### src/rtl/core/cmfr_pkg.sv
// shared types and constants of the CAN multi-frame reassembler
// used by cmfr_front, cmfr_back and can_multiframe_reassembler_core
package cmfr_pkg;

	localparam int SLOT_COUNT_DEF        = 4;
	localparam int MAX_MESSAGE_BYTES_DEF = 255;
	localparam int ROW_BITS              = 5;
	localparam int LANES                 = 8;
	localparam int IN_DATA_W             = 96;
	localparam int OUT_DATA_W            = 104;

	typedef enum logic [1:0] {
		KIND_FIRST   = 2'd0,
		KIND_MIDDLE  = 2'd1,
		KIND_LAST    = 2'd2,
		KIND_RELEASE = 2'd3
	} kind_t;

	typedef struct packed {
		kind_t        kind;
		logic [7:0]   sender;
		logic [15:0]  msg_type;
		logic [3:0]   byte_count;
		logic [63:0]  payload;
	} item_t;

	typedef struct packed {
		logic [7:0]   out_sender;
		logic [15:0]  out_type;
		logic [7:0]   total_length;
		logic [63:0]  word;
		logic [3:0]   word_bytes;
		logic         overflow;
		logic         last_word;
	} result_t;

endpackage

### src/rtl/core/cmfr_front.sv
// front part: accepts items, clamps the byte count, queues them two deep
// depends on cmfr_pkg
module cmfr_front import cmfr_pkg::*; (
	input  logic  clk,
	input  logic  arst_n,
	input  logic  in_valid,
	output logic  in_ready,
	input  item_t in_item,
	output logic  q_valid,
	input  logic  q_ready,
	output item_t q_item
);

	item_t       entry_q [2];
	logic        wr_ptr_q;
	logic        rd_ptr_q;
	logic [1:0]  cnt_q;
	logic        push;
	logic        pop;
	item_t       clamped;

	assign in_ready = (cnt_q != 2'd2);
	assign q_valid  = (cnt_q != 2'd0);
	assign q_item   = entry_q[rd_ptr_q];
	assign push     = in_valid && in_ready;
	assign pop      = q_valid && q_ready;

	// byte counts above eight mean eight
	always_comb begin
		clamped = in_item;
		if (in_item.byte_count > 4'd8) begin
			clamped.byte_count = 4'd8;
		end
	end

	// queue storage
	always_ff @(posedge clk) begin
		if (push) begin
			entry_q[wr_ptr_q] <= clamped;
		end
	end

	// queue pointers
	always_ff @(posedge clk or negedge arst_n) begin
		if (!arst_n) begin
			wr_ptr_q <= 1'b0;
			rd_ptr_q <= 1'b0;
			cnt_q    <= 2'd0;
		end else begin
			if (push) wr_ptr_q <= ~wr_ptr_q;
			if (pop)  rd_ptr_q <= ~rd_ptr_q;
			if (push && !pop) cnt_q <= cnt_q + 2'd1;
			else if (pop && !push) cnt_q <= cnt_q - 2'd1;
		end
	end

endmodule

### config.mk
export PLATFORM = sky130hd
export DESIGN_NAME = cmfr_front
export DESIGN_NICKNAME = d
export VERILOG_FILES = /design/src/rtl/core/cmfr_pkg.sv /design/src/rtl/core/cmfr_front.sv
export SDC_FILE = /design/constraint.sdc
export NUM_CORES = 1
export LEC_CHECK = 0
export ABC_CLOCK_PERIOD_IN_PS = 5200
export BUFFER_PORTS_ARGS = -buffer_cell sky130_fd_sc_hd__buf_2
export CAP_MARGIN = 20
export CORE_ASPECT_RATIO = 1.1
export CORE_MARGIN = 2
export CORE_UTILIZATION = 30
export DETAILED_ROUTE_END_ITERATION = 6
export GPL_ROUTABILITY_DRIVEN = 0
export GPL_TIMING_DRIVEN = 0
export MAX_ROUTING_LAYER = met4
export PLACE_DENSITY = 0.49
export SYNTH_ARGS = -nofsm -noshare
export SYNTH_HDL_FRONTEND = slang
export SYNTH_SLANG_ARGS = --single-unit
### constraint.sdc
create_clock -name clk -period 5.2 [get_ports clk]
set_input_delay 0 -clock clk [delete_from_list [all_inputs] [get_ports clk]]
set_output_delay 0 -clock clk [all_outputs]
set_load 0.02 [all_outputs]
==> key figures <==
Logic synthesis
  – Commonest cells in the synthesized netlist: 188 x sky130_fd_sc_hd__edfxtp_1, 50 x sky130_fd_sc_hd__mux2_4, 44 x sky130_fd_sc_hd__mux2_2
  – Leading register cell type out of synthesis: sky130_fd_sc_hd__edfxtp_1
  – Most frequently used cell type in the post-synthesis netlist: sky130_fd_sc_hd__edfxtp_1
  – Combined area of all synthesized cells: slightly above 0.007 mm^2
  – Register bit count reported by yosys: roughly 190
  – Fraction of registers with async set/reset: 0.0208
  – Number of warning messages in the yosys log: 0
  – Mapped Avg Cell Area: approximately 23 um^2
  – Post-synth top area cell: sky130_fd_sc_hd__edfxtp_1
  – Count of mapped cells out of synthesis: 315
  – Fraction of the yosys area taken by sequential cells: 0.797
  – Cell types occupying the most area after synthesis: sky130_fd_sc_hd__edfxtp_1 78%, sky130_fd_sc_hd__mux2_4 10%, sky130_fd_sc_hd__mux2_2 6.9%
  – Syn_nets: between 400 and 500
  – Area fraction of the dominant cell type after synthesis: 0.783
  – Synth cell types: 18
  – Number of flops mapped to enable cells by yosys: 188

Placed design
  – Count of buffers from port buffering: 193
  – Placement-stage cell area: 0.00866 mm^2
  – Pre-CTS setup slack: between 3 and 4 ns
  – Detailed placement HPWL: 9.36 mm

Route
  – Routed WL: ~14 mm
  – Number of detailed-route iterations in the first pass: 4
  – Via Count: just under 4,000
  – Avg WL per Cell: around 15 um
  – DR iter-0 viols: approximately 160
  – Antenna viol nets, final: 0
  – Routed via count divided by cell count: around 4.2
  – Detailed-route DRC error count: 0

Floorplanning
  – Die Area: 0.0253 mm^2
  – Die outline width: ~150 um
  – Initial standard-cell utilization of the core: 0.305
  – Placeable core area: around 0.024 mm^2
  – Number of rows created at floorplan: a little under 60
  – I/O pins: just under 200
  – Die Span Y: about 170 um

STA
  – Minimum setup slack in the final design: about 3.2 ns
  – Transition time of the tightest slew-check pin: approximately 0.63 ns
  – Max Clock Skew: just under 0.008 ns
  – Number of max-slew violations in the final report: 0
  – RSZ-0062 raised after global routing: false
  – Time the final worst path needs with I/O delays and setup: just over 2 ns
  – Headroom to the max-slew limit: 0.580
  – Final period utilization: 0.394
  – Min Hold Slack: 0.299 ns
  – Final count of hold timing violations: 0
  – Peak clock frequency supported by timing: 488 MHz
  – Finish-stage setup viols: 0
  – Total negative setup slack: 0 ns

CTS
  – Skew-Pair Late Insertion Delay: just over 0.4 ns
  – Buffers inserted during post-CTS setup optimization: 0
  – Clk sink count: ~190
  – Clock tree from TritonCTS: yes
  – Max clock buf depth: 2
  – Clock transition at path regs: 0.07 ns
  – Root Buffer Master: sky130_fd_sc_hd__clkbuf_16
  – Total clock buffers created by CTS: 17
  – H-tree levels: 4

Power
  – Leak pwr: about 4.0 nW
  – Power density over the cells: about 540 mW/mm^2
  – Maximum resistive drop on vdd: roughly 0.24 mV

Setup path
  – Start-to-end type of the worst setup path: flip-flop to flip-flop
  – Required time at the endpoint of the critical path: 5.30 ns
  – Crit path capture type: flip-flop
  – Worst setup SP type: flip-flop
  – Highest fanout seen on the critical path: 31
  – Arrival time worst endpoint: approximately 2.2 ns

Cells and area
  – Share of layout cells above drive strength 1: 0.521
  – Net count reported at finish: 728
  – Final standard cell area without fillers: 0.0102 mm^2
  – Antenna cell count: 0
  – Layout-stage area growth over the synthesis result: 41.8%

Global route
  – Global-route wire length before repair: 22.3 mm
  – Aggregate global-route resource usage: 0.116
  – Total global routing overflow: 0
  – Largest net degree at the start of global routing: 56
  – Vias in the first global route: around 4,400
  – Initial antenna violation count: 0

Job
  – Max-cap check violation count: 0

Worst hold path
  – Min-Delay Path Class: primary input to flip-flop

Status
  – Status: complete, no violations
[layout by cell type, fill, tap and decap left out]
cell                            netlist  routed
sky130_fd_sc_hd__ha_1                 1       1
sky130_fd_sc_hd__buf_12               0       3
sky130_fd_sc_hd__clkbuf_1             1       3
sky130_fd_sc_hd__and3_4               0       1
sky130_fd_sc_hd__clkinv_4             0       1
sky130_fd_sc_hd__mux2_2              44      44
sky130_fd_sc_hd__mux2_4              50      50
sky130_fd_sc_hd__or2_2                1       1
sky130_fd_sc_hd__dlygate4sd3_1        0      98
sky130_fd_sc_hd__nor2b_1              3       3
sky130_fd_sc_hd__inv_8                0       3
sky130_fd_sc_hd__xnor2_1              3       3
sky130_fd_sc_hd__dfrtp_1              4       4
sky130_fd_sc_hd__inv_6                0       2
sky130_fd_sc_hd__edfxtp_1           188     188
sky130_fd_sc_hd__buf_6                6       6
sky130_fd_sc_hd__nor2_1               2       1
sky130_fd_sc_hd__nand2b_1             1       1
sky130_fd_sc_hd__buf_8                1       1
sky130_fd_sc_hd__bufinv_16            0       2
sky130_fd_sc_hd__xor2_1               2       2
sky130_fd_sc_hd__nand2_1              2       2
sky130_fd_sc_hd__nor2_4               0       1
sky130_fd_sc_hd__clkinvlp_4           0       4
sky130_fd_sc_hd__buf_2                4     197
sky130_fd_sc_hd__clkbuf_16            0      17
sky130_fd_sc_hd__buf_16               0       1
sky130_fd_sc_hd__inv_1                1       1
[cells by family (layout without fill, tap and decap cells)]
logic type | count (synthesis) | in the layout | synth area share
xor+xnor | 5 | 5 | 0.00607
mux | 94 | 94 | 0.173
buf+inv | 13 | 339 | 0.0153
flops | 192 | 192 | 0.797
fa+ha+maj | 1 | 1 | 0.00173
simple gates | 10 | 10 | 0.00729
[critical path, cell delays in order, from the launching register on]
cell,delay (ns)
sky130_fd_sc_hd__dfrtp_1,0.41
sky130_fd_sc_hd__nand2b_1,0.17
sky130_fd_sc_hd__nand2_1,0.14
sky130_fd_sc_hd__nor2_4,0.50
sky130_fd_sc_hd__buf_12,0.27
sky130_fd_sc_hd__buf_12,0.23
[state kept, by name, summed over array words and instances (netlist names)]
signal    cells
entry_q     188
rd_ptr_q      1
cnt_q         2
wr_ptr_q      1
[metrics by stage]
| stage | total power, W | std cells | utilization |
|---|---|---|---|
| global placement | 0.00420 | 813 | 0.362 |
| CTS | 0.00560 | 946 | 0.433 |
| global route | 0.00578 | 946 | 0.433 |
| detailed placement | 0.00423 | 817 | 0.367 |
| floorplan | 0.00361 | 315 | - |
| finish | 0.00550 | 946 | 0.433 |
[layout make-up]
class / instances / area [um^2]
Clock inverter: 12 / 150
Inverter: 1 / 3.75
Sequential cell: 192 / 5750
Tap cell: 305 / 382
Buffer: 12 / 106
Multi-Input combinational cell: 110 / 1370
Fill cell: 2160 / 13400
Clock buffer: 19 / 433
Timing Repair Buffer: 295 / 2030
[path summary, 6_finish.rpt]
check | end | start | slack, ns | depth (start not counted)
worst max-delay path | entry_q[0][62] | cnt_q[0] | 3.15 | 5
worst min-delay path | entry_q[0][20] | in_item[20] | 0.30 | 2
worst max register to register | entry_q[0][62] | cnt_q[0] | 3.15 | 5
worst min register to register | cnt_q[1] | cnt_q[1] | 0.50 | 1
max in group asynchronous | cnt_q[0] | arst_n | 4.52 | 3
min in group asynchronous | wr_ptr_q | arst_n | 0.50 | 3
[where the power goes]
part | switching [W] | total [W] | internal (W)
clock network | 0.000575 | 0.00130 | 0.000721
logic | 0.00112 | 0.00201 | 0.000886
registers | 0.0000811 | 0.00219 | 0.00211
total | 0.00178 | 0.00550 | 0.00372
[repair_timing]
action	in CTS	in global routing
resized for setup	0	0
hold endpoints to repair	194	0
hold buffers	98	0
[metal layers]
layer,share of wire,up-vias,global-route usage
li1,-,1862,-
met2,0.53,120,0.204
met4,0.012,0,0.0362
met1,0.41,1969,0.127
met5,0,-,-
met3,0.046,10,0.0338
Note: power is estimated with default switching activity, not from simulation.
